<file path="config.mk">
export PLATFORM = sky130hd
export DESIGN_NAME = isp_page_framer_crc16
export DESIGN_NICKNAME = d
export VERILOG_FILES = /design/src/hw/rtl/pifc_pkg.sv /design/src/hw/rtl/pifc_cmd_queue.sv /design/src/hw/rtl/pifc_front.sv /design/src/hw/rtl/pifc_back.sv /design/src/hw/rtl/isp_page_framer_crc16.sv
export SDC_FILE = /design/constraint.sdc
export NUM_CORES = 1
export LEC_CHECK = 0
export ABC_AREA = 1
export BUFFER_PORTS_ARGS = -buffer_cell sky130_fd_sc_hd__clkbuf_2
export CAP_MARGIN = 40
export CORE_MARGIN = 2
export CORE_UTILIZATION = 40
export DETAILED_ROUTE_END_ITERATION = 10
export GPL_TIMING_DRIVEN = 0
export PLACE_DENSITY_LB_ADDON = 0.08
export SYNTH_ARGS = -nofsm -noshare
export SYNTH_HDL_FRONTEND = slang
export SYNTH_SLANG_ARGS = --single-unit
</file>
<file path="constraint.sdc">
create_clock -name clock -period 5.25 [get_ports clock]
set_input_delay 0.525 -clock clock [delete_from_list [all_inputs] [get_ports clock]]
set_output_delay 0.525 -clock clock [all_outputs]
set_load 0.01 [all_outputs]
</file>
<file path="src/hw/rtl/pifc_pkg.sv">
// Package for the page framer: codes, constants, command record and CRC helper.
// Used by pifc_front, pifc_cmd_queue, pifc_back and isp_page_framer_crc16.
// No dependencies.
`timescale 1ns / 1ps
`default_nettype none

package pifc_pkg;

   // Page geometry
   localparam int unsigned PAGE_BYTES = 4096;
   localparam int unsigned LEN_W      = 13;
   localparam int unsigned ADDR_W     = 32;
   localparam int unsigned CRC_W      = 16;

   localparam logic [LEN_W-1:0]  PAGE_LEN   = LEN_W'(PAGE_BYTES);
   localparam logic [ADDR_W-1:0] PAGE_STEP  = ADDR_W'(PAGE_BYTES);
   localparam logic [CRC_W-1:0]  CRC_POLY   = 16'h1021;
   localparam logic [CRC_W-1:0]  CRC_INIT   = 16'h1021;

   // Opcodes of an input transaction
   localparam logic OP_BEGIN = 1'b0;
   localparam logic OP_DATA  = 1'b1;

   // Command queue depth
   localparam int unsigned QUEUE_DEPTH = 4;
   localparam int unsigned QPTR_W      = $clog2(QUEUE_DEPTH);
   localparam int unsigned QCNT_W      = $clog2(QUEUE_DEPTH + 1);

   // Output sequencing steps
   localparam int unsigned STEP_W           = 4;
   localparam logic [STEP_W-1:0] STEP_FIRST       = 4'd0;
   localparam logic [STEP_W-1:0] STEP_PRIMER_LAST = 4'd7;
   localparam logic [STEP_W-1:0] STEP_BEGIN_LAST  = 4'd15;
   localparam logic [STEP_W-1:0] STEP_CRC_HIGH    = 4'd3;
   localparam logic [STEP_W-1:0] STEP_CRC_LAST    = 4'd4;

   // Kind of work handed from front to back
   typedef enum logic [1:0] {
      CMD_ERROR     = 2'd0,
      CMD_BEGIN     = 2'd1,
      CMD_DATA      = 2'd2,
      CMD_DATA_LAST = 2'd3
   } cmd_kind_type;

   typedef struct packed {
      cmd_kind_type            kind;
      logic [7:0]              data_byte;
      logic [ADDR_W-1:0]       address;
      logic [LEN_W-1:0]        length;
      logic [CRC_W-1:0]        crc;
   } cmd_type;

   // Fixed write primer
   function automatic logic [7:0] primer_byte(input logic [2:0] idx);
      logic [7:0] b;
      begin
         case (idx)
            3'd0:    b = 8'h51;
            3'd1:    b = 8'h85;
            3'd2:    b = 8'hc2;
            3'd3:    b = 8'h00;
            3'd4:    b = 8'h00;
            3'd5:    b = 8'h03;
            3'd6:    b = 8'h10;
            3'd7:    b = 8'he3;
            default: b = 8'h00;
         endcase
         return b;
      end
   endfunction

   // One byte of CRC-16, MSB first
   function automatic logic [CRC_W-1:0] crc_byte(input logic [CRC_W-1:0] crc,
                                                 input logic [7:0] d);
      logic [CRC_W-1:0] c;
      logic [7:0]       dd;
      logic             top;
      begin
         c  = crc;
         dd = d;
         for (int i = 0; i < 8; i++) begin
            top = dd[7] ^ c[CRC_W-1];
            c   = {c[CRC_W-2:0], 1'b0};
            if (top) begin
               c = c ^ CRC_POLY;
            end
            dd = {dd[6:0], 1'b0};
         end
         return c;
      end
   endfunction

endpackage

`default_nettype wire

</file>
<file path="src/hw/rtl/pifc_cmd_queue.sv">
// Short command queue between the front and back parts of the page framer.
// Depends on pifc_pkg for the command record and depth.
`timescale 1ns / 1ps
`default_nettype none

module pifc_cmd_queue (
   input  wire logic              clock,
   input  wire logic              reset,
   input  wire logic              push,
   input  wire pifc_pkg::cmd_type push_cmd,
   output logic                   full,
   input  wire logic              pop,
   output logic                   empty,
   output pifc_pkg::cmd_type      head_cmd
);

   pifc_pkg::cmd_type                  slot_ff [pifc_pkg::QUEUE_DEPTH];
   logic [pifc_pkg::QPTR_W-1:0]        wr_ptr_ff, wr_ptr_in;
   logic [pifc_pkg::QPTR_W-1:0]        rd_ptr_ff, rd_ptr_in;
   logic [pifc_pkg::QCNT_W-1:0]        count_ff, count_in;
   logic                               do_push, do_pop;

   assign full     = (count_ff == pifc_pkg::QCNT_W'(pifc_pkg::QUEUE_DEPTH));
   assign empty    = (count_ff == '0);
   assign head_cmd = slot_ff[rd_ptr_ff];
   assign do_push  = push && !full;
   assign do_pop   = pop && !empty;

   // Advance pointers and occupancy
   always_comb begin
      wr_ptr_in = wr_ptr_ff;
      rd_ptr_in = rd_ptr_ff;
      count_in  = count_ff;
      if (do_push) begin
         wr_ptr_in = wr_ptr_ff + 1'b1;
      end
      if (do_pop) begin
         rd_ptr_in = rd_ptr_ff + 1'b1;
      end
      if (do_push && !do_pop) begin
         count_in = count_ff + 1'b1;
      end else if (!do_push && do_pop) begin
         count_in = count_ff - 1'b1;
      end
   end

   always_ff @(posedge clock) begin
      if (reset) begin
         wr_ptr_ff <= '0;
         rd_ptr_ff <= '0;
         count_ff  <= '0;
      end else begin
         wr_ptr_ff <= wr_ptr_in;
         rd_ptr_ff <= rd_ptr_in;
         count_ff  <= count_in;
      end
   end

   // Store the incoming command
   always_ff @(posedge clock) begin
      if (do_push) begin
         slot_ff[wr_ptr_ff] <= push_cmd;
      end
   end

endmodule

`default_nettype wire

</file>
<file path="src/hw/rtl/pifc_front.sv">
// Front part of the page framer: accepts transactions, checks order, keeps
// page address, running CRC and byte count. Depends on pifc_pkg.
`timescale 1ns / 1ps
`default_nettype none

module pifc_front (
   input  wire logic                         clock,
   input  wire logic                         reset,
   input  wire logic                         accept,
   input  wire logic                         opcode,
   input  wire logic                         first_page,
   input  wire logic [pifc_pkg::LEN_W-1:0]   page_length,
   input  wire logic [7:0]                   data_byte,
   output pifc_pkg::cmd_type                 cmd
);

   logic [pifc_pkg::ADDR_W-1:0] page_address_ff, page_address_in;
   logic [pifc_pkg::CRC_W-1:0]  running_crc_ff, running_crc_in;
   logic [pifc_pkg::LEN_W-1:0]  bytes_remaining_ff, bytes_remaining_in;
   logic [pifc_pkg::CRC_W-1:0]  crc_next;
   logic [pifc_pkg::ADDR_W-1:0] begin_address;
   logic                        page_open;
   logic                        length_ok;

   assign page_open     = (bytes_remaining_ff != '0);
   assign length_ok     = (page_length != '0) && (page_length <= pifc_pkg::PAGE_LEN);
   assign crc_next      = pifc_pkg::crc_byte(running_crc_ff, data_byte);
   assign begin_address = first_page ? '0 : page_address_ff;

   // Classify the transaction and work out the next state
   always_comb begin
      page_address_in    = page_address_ff;
      running_crc_in     = running_crc_ff;
      bytes_remaining_in = bytes_remaining_ff;
      cmd.kind           = pifc_pkg::CMD_ERROR;
      cmd.data_byte      = data_byte;
      cmd.address        = begin_address;
      cmd.length         = page_length;
      cmd.crc            = crc_next;
      if (opcode == pifc_pkg::OP_BEGIN) begin
         if (!page_open && length_ok) begin
            cmd.kind           = pifc_pkg::CMD_BEGIN;
            page_address_in    = begin_address;
            running_crc_in     = pifc_pkg::CRC_INIT;
            bytes_remaining_in = page_length;
         end
      end else if (page_open) begin
         running_crc_in     = crc_next;
         bytes_remaining_in = bytes_remaining_ff - 1'b1;
         if (bytes_remaining_ff == pifc_pkg::LEN_W'(1)) begin
            cmd.kind        = pifc_pkg::CMD_DATA_LAST;
            page_address_in = page_address_ff + pifc_pkg::PAGE_STEP;
         end else begin
            cmd.kind = pifc_pkg::CMD_DATA;
         end
      end
   end

   // Hold state between transactions
   always_ff @(posedge clock) begin
      if (reset) begin
         page_address_ff    <= '0;
         running_crc_ff     <= pifc_pkg::CRC_INIT;
         bytes_remaining_ff <= '0;
      end else if (accept) begin
         page_address_ff    <= page_address_in;
         running_crc_ff     <= running_crc_in;
         bytes_remaining_ff <= bytes_remaining_in;
      end
   end

endmodule

`default_nettype wire

</file>
<file path="src/hw/rtl/pifc_back.sv">
// Back part of the page framer: expands queued commands into output bytes
// and holds the result register. Depends on pifc_pkg.
`timescale 1ns / 1ps
`default_nettype none

module pifc_back (
   input  wire logic              clock,
   input  wire logic              reset,
   input  wire logic              cmd_empty,
   input  wire pifc_pkg::cmd_type cmd,
   output logic                   cmd_pop,
   output logic                   rsp_empty,
   input  wire logic              rsp_pop,
   output logic [7:0]             rsp_out_byte,
   output logic                   rsp_end_of_write,
   output logic                   rsp_sequence_error
);

   logic [pifc_pkg::STEP_W-1:0] step_ff, step_in;
   logic                        out_valid_ff, out_valid_in;
   logic [7:0]                  out_byte_ff, out_byte_in;
   logic                        eow_ff, eow_in;
   logic                        err_ff, err_in;
   logic                        emit;
   logic                        last_step;
   logic [pifc_pkg::ADDR_W-1:0] word;

   function automatic logic [7:0] be_byte(input logic [pifc_pkg::ADDR_W-1:0] w,
                                          input logic [1:0] idx);
      logic [7:0] b;
      begin
         case (idx)
            2'd0:    b = w[31:24];
            2'd1:    b = w[23:16];
            2'd2:    b = w[15:8];
            2'd3:    b = w[7:0];
            default: b = 8'h00;
         endcase
         return b;
      end
   endfunction

   assign emit = !cmd_empty && (!out_valid_ff || rsp_pop);

   // Pick the byte for the current step of the head command
   always_comb begin
      out_byte_in = 8'h00;
      eow_in      = 1'b0;
      err_in      = 1'b0;
      last_step   = (step_ff == pifc_pkg::STEP_FIRST);
      word        = cmd.address;
      case (cmd.kind)
         pifc_pkg::CMD_ERROR: begin
            err_in = 1'b1;
         end
         pifc_pkg::CMD_DATA: begin
            out_byte_in = cmd.data_byte;
         end
         pifc_pkg::CMD_DATA_LAST: begin
            last_step = (step_ff == pifc_pkg::STEP_CRC_LAST);
            if (step_ff == pifc_pkg::STEP_FIRST) begin
               out_byte_in = cmd.data_byte;
            end else if (step_ff == pifc_pkg::STEP_CRC_HIGH) begin
               out_byte_in = cmd.crc[15:8];
            end else if (step_ff == pifc_pkg::STEP_CRC_LAST) begin
               out_byte_in = cmd.crc[7:0];
               eow_in      = 1'b1;
            end
         end
         pifc_pkg::CMD_BEGIN: begin
            last_step = (step_ff == pifc_pkg::STEP_BEGIN_LAST);
            eow_in    = (step_ff == pifc_pkg::STEP_PRIMER_LAST);
            if (step_ff[3]) begin
               word        = step_ff[2] ? pifc_pkg::ADDR_W'(cmd.length) : cmd.address;
               out_byte_in = be_byte(word, step_ff[1:0]);
            end else begin
               out_byte_in = pifc_pkg::primer_byte(step_ff[2:0]);
            end
         end
         default: begin
            err_in = 1'b1;
         end
      endcase
   end

   assign cmd_pop = emit && last_step;

   // Advance the step counter and the result register
   always_comb begin
      step_in      = step_ff;
      out_valid_in = out_valid_ff;
      if (emit) begin
         step_in      = last_step ? pifc_pkg::STEP_FIRST : step_ff + 1'b1;
         out_valid_in = 1'b1;
      end else if (rsp_pop) begin
         out_valid_in = 1'b0;
      end
   end

   always_ff @(posedge clock) begin
      if (reset) begin
         step_ff      <= pifc_pkg::STEP_FIRST;
         out_valid_ff <= 1'b0;
      end else begin
         step_ff      <= step_in;
         out_valid_ff <= out_valid_in;
      end
   end

   // Load the result payload
   always_ff @(posedge clock) begin
      if (emit) begin
         out_byte_ff <= out_byte_in;
         eow_ff      <= eow_in;
         err_ff      <= err_in;
      end
   end

   assign rsp_empty          = !out_valid_ff;
   assign rsp_out_byte       = out_byte_ff;
   assign rsp_end_of_write   = eow_ff;
   assign rsp_sequence_error = err_ff;

endmodule

`default_nettype wire

</file>
<file path="src/hw/rtl/isp_page_framer_crc16.sv">
// Page framer with CRC-16: top level joining front, command queue and back.
// Depends on pifc_pkg, pifc_front, pifc_cmd_queue and pifc_back.
//
// Usage:
//   Input channel (req_*): push a transaction while req_full is low. Opcode
//   0 opens a page (primer, address, length: 16 result bytes), opcode 1
//   carries one data byte (1 result, or 5 on the last byte of a page, the
//   last four being the CRC, zero-extended). An out-of-order or bad
//   transaction gives one result with rsp_sequence_error set and a zero byte.
//   Result channel (rsp_*): while rsp_empty is low the oldest result is on
//   the rsp_ ports; assert rsp_pop to take it.
//   A transaction passes through the command queue and then the result
//   register before its first result appears. Throughput: one result byte
//   per cycle while rsp_pop is held, set by the back sequencer; data bytes
//   then sustain one transaction per cycle, a page open occupies the back for
//   its 16 result bytes while the front keeps accepting into a four-entry queue.
//   Reset: page address zero, no page open, CRC at its initial value,
//   queue and result register empty.
//   Receiver stall: the result register holds, the queue fills and req_full
//   rises; nothing is dropped.
`timescale 1ns / 1ps
`default_nettype none

module isp_page_framer_crc16 (
   input  wire logic                        clock,
   input  wire logic                        reset,
   input  wire logic                        req_push,
   output logic                             req_full,
   input  wire logic                        req_opcode,
   input  wire logic                        req_first_page,
   input  wire logic [pifc_pkg::LEN_W-1:0]  req_page_length,
   input  wire logic [7:0]                  req_data_byte,
   output logic                             rsp_empty,
   input  wire logic                        rsp_pop,
   output logic [7:0]                       rsp_out_byte,
   output logic                             rsp_end_of_write,
   output logic                             rsp_sequence_error
);

   pifc_pkg::cmd_type front_cmd;
   pifc_pkg::cmd_type head_cmd;
   logic              accept;
   logic              queue_empty;
   logic              queue_pop;

   assign accept = req_push && !req_full;

   // Classify and track page state
   pifc_front u_front (
      .clock       (clock),
      .reset       (reset),
      .accept      (accept),
      .opcode      (req_opcode),
      .first_page  (req_first_page),
      .page_length (req_page_length),
      .data_byte   (req_data_byte),
      .cmd         (front_cmd)
   );

   // Decouple front and back
   pifc_cmd_queue u_queue (
      .clock    (clock),
      .reset    (reset),
      .push     (accept),
      .push_cmd (front_cmd),
      .full     (req_full),
      .pop      (queue_pop),
      .empty    (queue_empty),
      .head_cmd (head_cmd)
   );

   // Expand commands into the byte stream
   pifc_back u_back (
      .clock              (clock),
      .reset              (reset),
      .cmd_empty          (queue_empty),
      .cmd                (head_cmd),
      .cmd_pop            (queue_pop),
      .rsp_empty          (rsp_empty),
      .rsp_pop            (rsp_pop),
      .rsp_out_byte       (rsp_out_byte),
      .rsp_end_of_write   (rsp_end_of_write),
      .rsp_sequence_error (rsp_sequence_error)
   );

endmodule

`default_nettype wire

</file>
# Word-level counts from Yosys, hierarchy flattened
# Memories as Yosys holds them, arrays and structs flattened. A register that Yosys moved wholly into a read port is not among the register bits.
# Index checks and enable logic that the tools add are counted.
# op_classes
addsub,7
mul,0
div,0
magnitude_cmp,1
eq_ne,14
shifts,0
muxes,47
bitwise_logic,16
reduce_logical,27
# op_table
op,n
$mux 32,6
$mux 13,11
$mux 16,3
$add 32x13->32 const B,1
$mux 8,4
$pmux 8 s4,1
$reduce_bool 13->1,2
$not 3->3,8
$pmux 8 s3,1
$eq 13x1->1 const B,1
$le 13x13->1 const B,1
$sub 13x1->13 const B,1
$mux 3,4
$mux 1,10
$logic_and 1x1->1,9
$eq 2x2->1 const B,4
$eq 4x3->1 const B,2
$mux 2,4
$xor 1x1->1,8
$logic_not 1->1,6
$reduce_bool 2->1,3
$add 2x1->2 const B,2
$add 4x1->4 const B,1
$eq 2x1->1 const B,2
other kinds (14),17
# word_totals
regBits,83
latch_bits,0
ramBits,284
romBits,56
in_bits,27
out_inout_bits,12
wordCells,125
memories,2
# mem_list
name,words,word_bits,rd,rd_clocked_by_memory_dff,write_ports,line_no,rtl
u_queue.slot_ff,4,71,1,1,1,pifc_cmd_queue.sv:17,pifc_pkg::cmd_type slot_ff [pifc_pkg::QUEUE_DEPTH];
(name not given),8,7,1,1,0,pifc_pkg.sv:57,case (idx)

# Logic depth before layout (Yosys ltp)
# Gate-level depths: netlist (run 1).
# depth
word_depth,18
ltp_mapped,16

# By module
# Synthesis (run 1) repeated with hierarchy kept, for this count alone.
# unflattened
hier_cells,1737
area_unflattened_um2,17025.1
# modules_own_cells
mod,n_inst,cells_per_inst,area_each_um2
pifc_cmd_queue,1,757,11018.1
pifc_front,1,690,4113.9
pifc_back,1,288,1883.1
isp_page_framer_crc16,1,2,10.0

# Worst setup path before layout (run 1)
# No wires, ideal clock.
# synth_path
path_type,input port to flip-flop
start,input req_push
end,"memory u_queue.slot_ff[0][0] (netlist bit), enable pin"
t_arrival_ns,3.933
slack_ns,0.816
stages,4
n_path_buf,0
path_cell_list,inv_1 nor2_1 inv_1 nor2_1
# synth_via
elab_chain_cells,4
# synth_lines
element,line_no,rtl
from (decl),isp_page_framer_crc16.sv:27,"input wire logic req_push,"
$logic_and 1x1->1,isp_page_framer_crc16.sv:46,assign accept = req_push && !req_full;
$logic_and 1x1->1,pifc_cmd_queue.sv:26,assign do_push = push && !full;
$mux 1,pifc_cmd_queue.sv:61,if (do_push) begin
$mux 1 (not written as such),pifc_cmd_queue.sv:62,slot_ff[wr_ptr_ff] <= push_cmd;
to (decl),pifc_cmd_queue.sv:17,
# No other way between the ends.

# Worst setup path after layout (run 1)
# layout_path
start,register u_back.step_ff[0] (netlist bit)
end,register u_queue.count_ff[2] (netlist bit)
# layout_via
elab_chain_cells,7
word_cells_on_any_way,11
cone_classes,2 x eq/ne; 2 x mux; 7 x reduce/logical
# layout_lines
element,line_no,rtl
from (decl),pifc_back.sv:19,"logic [pifc_pkg::STEP_W-1:0] step_ff, step_in;"
from (signal assigned),pifc_back.sv:102,step_ff <= pifc_pkg::STEP_FIRST;
from (signal assigned),pifc_back.sv:105,step_ff <= step_in;
$eq 4x4->1 (tied with other cells),pifc_back.sv:71,last_step = (step_ff == pifc_pkg::STEP_BEGIN_LAST);
$pmux 1 s2 (*),pifc_back.sv:52,case (cmd.kind)
$logic_and 1x1->1 (*),pifc_back.sv:86,assign cmd_pop = emit && last_step;
$logic_and 1x1->1 (*),pifc_cmd_queue.sv:27,assign do_pop = pop && !empty;
$logic_not 1->1,pifc_cmd_queue.sv:40,if (do_push && !do_pop) begin
$logic_and 1x1->1,pifc_cmd_queue.sv:40,
$mux 3 or $reduce_bool 2->1 (tied branches),--,
to (signal assigned),pifc_cmd_queue.sv:55,count_ff <= count_in;
to (decl),pifc_cmd_queue.sv:20,"logic [pifc_pkg::QCNT_W-1:0] count_ff, count_in;"
# Mark *: on every way between the ends. The rest lies on a longest branch, timed or not.
# A chain may end at the register's enable or synchronous reset.

==> impl_metrics.toml, run 1 <==
[outcome]
outcome = "completed"

[timing]
period_share_pct = 59.3
fmax_ghz = 0.321
finalClockSkew_ns = 0.0168
rsz0062_at_grt = "no"
worst_pin_slew_ns = 0.930
drv_slew = 0
max_slew_margin_pct = 37.5
min_period_ns = 3.11
tns_ns = 0
report.final.hold_viol_count = 0
setup_viol = 0

[logic_synthesis]
ys_warn_count = 0
yosysSeqAreaShare_pct = 62.6
ys_types = 44
async_reset_ff_share_pct = 0
synth_top_area_cell = "edfxtp_1"
netlist_area_sq_um = 16700
synth_top_area_share_pct = 52.8
synthFlopType = "edfxtp_1"
synth_edf_count = 294
synth.area.top_cells = "edfxtp_1, dfxtp_1, nand2_1, nor2_1, o21ai_0"
synth.avg_cell_area_sq_um = 9.80
netlist_instances = 1707
ys_ff_latch = 376
synth.net_count = 1751

[detailed_routing]
post-route-drc-count = 0
route.vias.total = 12300
wire_per_inst_um = 20.5
dr.pass1.iters = 5
first_iter_violations = 1005
wl_mm = 48.6
ant_nets = 0
via_per_inst = 5.19

[clocking]
clkLatencyLatePin_ns = 0.55
post_cts_buffers = 0
clock_sinks = 376
hold_buffers = 0
cts_root_buf = "clkbuf_16"
cts_made_buffers = 42
cts_htree_levels = 2
cts_max_path_buffers = 3
clkTransAtPathRegs_ns = 0.06
cts_tree = "built"
ctsResizeCount = 0

[critical_path]
crit_path_end_kind = "register"
worstSetupStartpointType = "register"
required_ns = 5.67
arrival_ns = 3.53
cp_slowest_cell = "fa_1"
criticalPathCategory = "register to register"
path_cells = "inv_1 -> ha_1 -> buf_4 -> inv_2 -> buf_2 -> nor3_4 -> nand2_1 -> nand3_2 -> nand2_4 -> ha_1 -> inv_1 -> fa_1 -> a21oi_1 -> o21ai_0 -> o21ai_0 -> a21oi_1"
cpPeakStageDelay_ns = 0.43
path_max_fanout = 10

[global_route]
grt_pass1_wl_mm = 73.4
overflow = 0
grt_max_degree = 25
antenna_found_initial = 0
grt_use_total_pct = 22.6
grt_pass1_vias = 11900

[cells_and_area]
seqCellArea_sq_um = 10500
utilization_pct = 47.0
area_growth_syn_to_layout_pct = 15.3
n_fill_cell = 3875
final_nets = 1850
layout-drive-gt1-share_pct = 11.2
n_antenna_cell = 0
multiInputGateArea_sq_um = 5420

[placement]
port-buffer-count = 37
gp_congestion = 0.846
dp_hpwl_mm = 34.0

[floorplan]
die_w_um = 208
rows = 74
start_util_pct = 40.8
ios = 39
core_area_sq_um = 41000
die_area_sq_um = 43500
dieHeight_um = 208

[flow_run]
drv_cap = 0

[power]
p_per_area_nw_per_um2 = 520
leakagePower_nw = 7.25
max-vdd-ir-drop_v = 0.000246

[min_path]
hold_class = "input port to register"
registers in the layout (all words and copies together), names as in the netlist, named ones only:
name and count:
u_queue.rd_ptr_ff 2, u_front.bytes_remaining_ff 13, u_queue.wr_ptr_ff 2, u_back.step_ff 4, u_back.rsp_end_of_write 1, u_back.rsp_out_byte 8
u_back.rsp_sequence_error 1, u_back.out_valid_ff 1, u_front.running_crc_ff 16, u_queue.count_ff 3, u_queue.slot_ff 284, u_front.page_address_ff 32
routing by layer:
metal / global-route usage [%] / vias to the layer above / wire length [um]
li1: - / 5954 / -
met2: 35.2 / 382 / 21500
met1: 32.2 / 5896 / 22300
met3: 4.82 / 68 / 3750
met5: 0 / - / 0
met4: 5.76 / 0 / 1090
cell type report:
class / instances / area share, %
Multi-Input combinational cell: 1123 / 28.1
Tap cell: 532 / 3.45
Timing Repair Buffer: 55 / 2.69
Inverter: 125 / 2.43
Sequential cell: 376 / 54.3
Clock buffer: 54 / 5.95
Clock inverter: 22 / 0.987
Buffer: 83 / 2.04
metrics by stage:
stage,power (mW),hold WS [ns],cells,area (sq um),worst slack [ns]
finish,10.0,0.273,2370,19300,2.14
global route,10.6,0.267,2370,19300,1.93
CTS,10.1,0.245,2370,19300,2.17
detailed placement,7.21,0.435,2294,17900,2.03
global placement,7.15,0.433,2276,17600,-2.14
floorplan,5.99,0.425,1707,16700,0.817
cell usage in the layout (no fill, tap or decap), types with 8 or more instances in the layout:
cell type  instances
buf_2             30
nand3_1           91
a21oi_1           63
clkbuf_2          37
or2_2             13
o22ai_1           24
xnor2_1            9
nand4_1            9
clkbuf_1          47
dfxtp_1           82
nor3_1            21
edfxtp_1         294
o21ai_0          160
buf_1              8
nand2_1          375
nor2_1           250
a31oi_1            9
inv_1            120
clkbuf_16         43
buf_12            10
xor2_1            28
clkinv_2           9
ha_1              16
kinds of logic after synthesis:
logic type               count (synthesis)  synth area share [%]
flip-flops                             376                  62.6
buffers and inverters                  208                  5.15
AND/OR/NAND/NOR                        787                  19.8
XOR/XNOR                                37                  1.94
AO/OA/AOI/OAI                          280                  9.06
adder cells (fa/ha/maj)                 17                  1.32
multiplexers                             2                 0.120
Yosys cell counts, types with 5 or more instances:
cell type,count
nand3_1,91
o211ai_1,7
edfxtp_1,294
o22ai_1,24
a31oi_1,9
inv_2,5
buf_2,29
nand2_2,5
or2_2,13
inv_1,120
nand2_1,375
clkbuf_1,39
o21ai_0,160
ha_1,16
nor3_1,21
nand4_1,9
xnor2_1,9
a21oi_1,63
buf_1,8
xor2_1,28
nor2_1,254
dfxtp_1,82
a21oi_2,7
report_power, final:
group	internal, mW	switching [mW]	leakage, nW	total, mW
Sequential	3.79	0.148	3.41	3.94
Combinational	0.917	2.29	3.18	3.21
Clock	1.69	1.19	0.657	2.88
path summary, 6_finish.rpt:
check                             start                         end  slack [ns]  depth (start not counted)
max reg2reg           u_back.step_ff[0]         u_queue.count_ff[2]        2.14                         16
min reg2reg  u_front.page_address_ff[4]  u_front.page_address_ff[4]        0.45                          2
max                   u_back.step_ff[0]         u_queue.count_ff[2]        2.14                         16
min                  req_page_length[1]      u_queue.slot_ff[3][17]        0.27                          1
worst max-delay path, delay by kind of cell, from the launching register on:
family                   cells  cell delay [ns]
adder cells (fa/ha/maj)      3             0.83
AND/OR/NAND/NOR              4             0.57
AO/OA/AOI/OAI                4             0.47
buffers and inverters        5             0.70
flip-flops                   1             0.40
No activity file was read; power rests on OpenSTA's default activity.
==> inputs of run 2 (changes only) <==
- clock period: 5.25 -> 2.9 ns (I/O delays scaled with it)
==> run 2 against run 1 <==
Routed wire length rose by 1.2%. Clock skew is 0.0052 ns lower. Via count is 0.15% higher. Hold slack worse by 0.24 ns. Worst setup slack worse by 2.0 ns. Critical path depth fell by 6. Cell area increased by 0.40%. Register-to-register slack worse by 2.0 ns. Sequential share of layout area decreased by 0.20 points.
==> impl_metrics.toml, run 2 (synthesized netlist as in run 1, its figures left out) <==
[outcome]
outcome = "completed"

[timing]
period_share_pct = 96.0
max_slew_margin_pct = 38.9
tns_ns = 0
setup_viol = 0
report.final.hold_viol_count = 0
drv_slew = 0
fmax_ghz = 0.359
min_period_ns = 2.78
worst_pin_slew_ns = 0.917
rsz0062_at_grt = "yes"
finalClockSkew_ns = 0.0115

[clocking]
clkTransAtPathRegs_ns = 0.06
cts_root_buf = "clkbuf_16"
clkLatencyLatePin_ns = 0.56
cts_made_buffers = 41
cts_tree = "built"
cts_htree_levels = 2
cts_max_path_buffers = 3
clock_sinks = 376

[critical_path]
arrival_ns = 3.09
crit_path_end_kind = "register"
criticalPathCategory = "register to register"
worstSetupStartpointType = "register"
required_ns = 3.21
path_max_fanout = 10

[min_path]
hp-start = "req_page_length[2]"
hold_class = "input port to register"

[detailed_routing]
first_iter_violations = 993
post-route-drc-count = 0
via_per_inst = 5.18
wl_mm = 49.2
dr.pass1.iters = 5
wire_per_inst_um = 20.7
route.vias.total = 12300
ant_nets = 0

[cells_and_area]
reg_top3 = "u_queue.slot_ff x284, u_front.page_address_ff x32, u_front.running_crc_ff x16"
utilization_pct = 47.2
largest_reg_flops = 284
layout-drive-gt1-share_pct = 11.3
mostFrequentLayoutCells = "nand2_1, edfxtp_1, nor2_1, o21ai_0, inv_1"
n_antenna_cell = 0
layout_commonest_cell = "nand2_1"
regMostFlops = "u_queue.slot_ff"
final_nets = 1857
n_fill_cell = 3900
area_growth_syn_to_layout_pct = 15.7
multiInputGateArea_sq_um = 5450
layoutNonFillerInstCount = 2378
seqCellArea_sq_um = 10500

[global_route]
overflow = 0
grt_pass1_vias = 11900
grt_use_total_pct = 22.9
antenna_found_initial = 0
grt_max_degree = 25
grt_pass1_wl_mm = 74.3

[power]
p_per_area_nw_per_um2 = 946
max-vdd-ir-drop_v = 0.000522
leakagePower_nw = 7.26
finalPower_mw = 18.3

[floorplan]
dieHeight_um = 208
core_area_sq_um = 41000
start_util_pct = 40.8
rows = 74
die_w_um = 208
ios = 39
die_area_sq_um = 43500

[placement]
dp_hpwl_mm = 34.3
gp_congestion = 0.866
dp_cells = 2292
port-buffer-count = 37

[flow_run]
drv_cap = 0
[run 2: cell count changes in the layout (fill, tap and decap cells not counted), moves of 2 or more]
cell | previous run | this run
dfxtp_1 | 82 | 80
buf_4 | 4 | 9
dfxtp_2 | 0 | 2
dlygate4sd3_1 | 0 | 4
clkinv_2 | 9 | 5
clkbuf_1 | 47 | 54
buf_12 | 10 | 8
[run 2: metal layers]
| layer | routed length (um) | up-vias | track usage (%) |
|---|---|---|---|
| li1 | - | 5983 | - |
| met1 | 22900 | 5929 | 33.2 |
| met2 | 22000 | 346 | 35.6 |
| met3 | 3300 | 61 | 3.92 |
| met4 | 968 | 0 | 6.05 |
| met5 | 0 | - | 0 |
[run 2: stage by stage]
step / setup WS [ns] / instance area (sq um) / hold WS, ns
2_1_floorplan: -0.328 / 16700 / 0.389
3_3_place_gp: -2.12 / 17600 / 0.432
3_5_place_dp: -0.130 / 17900 / 0.436
4_1_cts: -0.0693 / 19300 / 0.00377
5_1_grt: -0.00742 / 19400 / 0.0340
6_report: 0.117 / 19400 / 0.0350
[run 2: worst paths after layout]
path / cells past startpoint / end / slack, ns
worst max-delay path: 10 / u_back.rsp_out_byte[4] / 0.12
worst min-delay path: 1 / u_queue.slot_ff[1][18] / 0.03
worst max register to register: 10 / u_back.rsp_out_byte[4] / 0.12
worst min register to register: 2 / u_front.page_address_ff[8] / 0.44
[run 2: critical path, cell delays in order, from the launching register on]
cell,delay [ns]
dfxtp_1,0.36
inv_2,0.08
buf_2,0.26
clkbuf_1,0.73
nand3_1,0.18
nand3_1,0.19
nand2_1,0.06
o21ai_0,0.32
nand3_1,0.18
nand2_1,0.10
nand2_1,0.06
[run 2: what timing repair did]
action / 4_1_cts / 5_1_grt
pin swaps: 1 / 2
hold endpoints to repair: 16 / 0
setup buffers: 1 / 5
endpoints found under the setup margin: 2 / 2
gates resized for setup: 2 / 9
gates cloned: 0 / 0
hold buffers: 4 / 0
[run 2: layout make-up]
class	count	area share (%)
inverter	125	2.44
clock inverter	16	0.821
multi-input combinational	1123	28.1
sequential	376	54.1
tap	532	3.44
buffer	83	2.08
clock buffer	60	5.99
timing repair buffer	63	2.96
[run 2: power by group]
group          total [mW]  internal (mW)  switching (mW)
sequential           7.14           6.87           0.268
combinational        5.98           1.76            4.22
clock                5.19           3.05            2.14
total                18.3           11.7            6.63
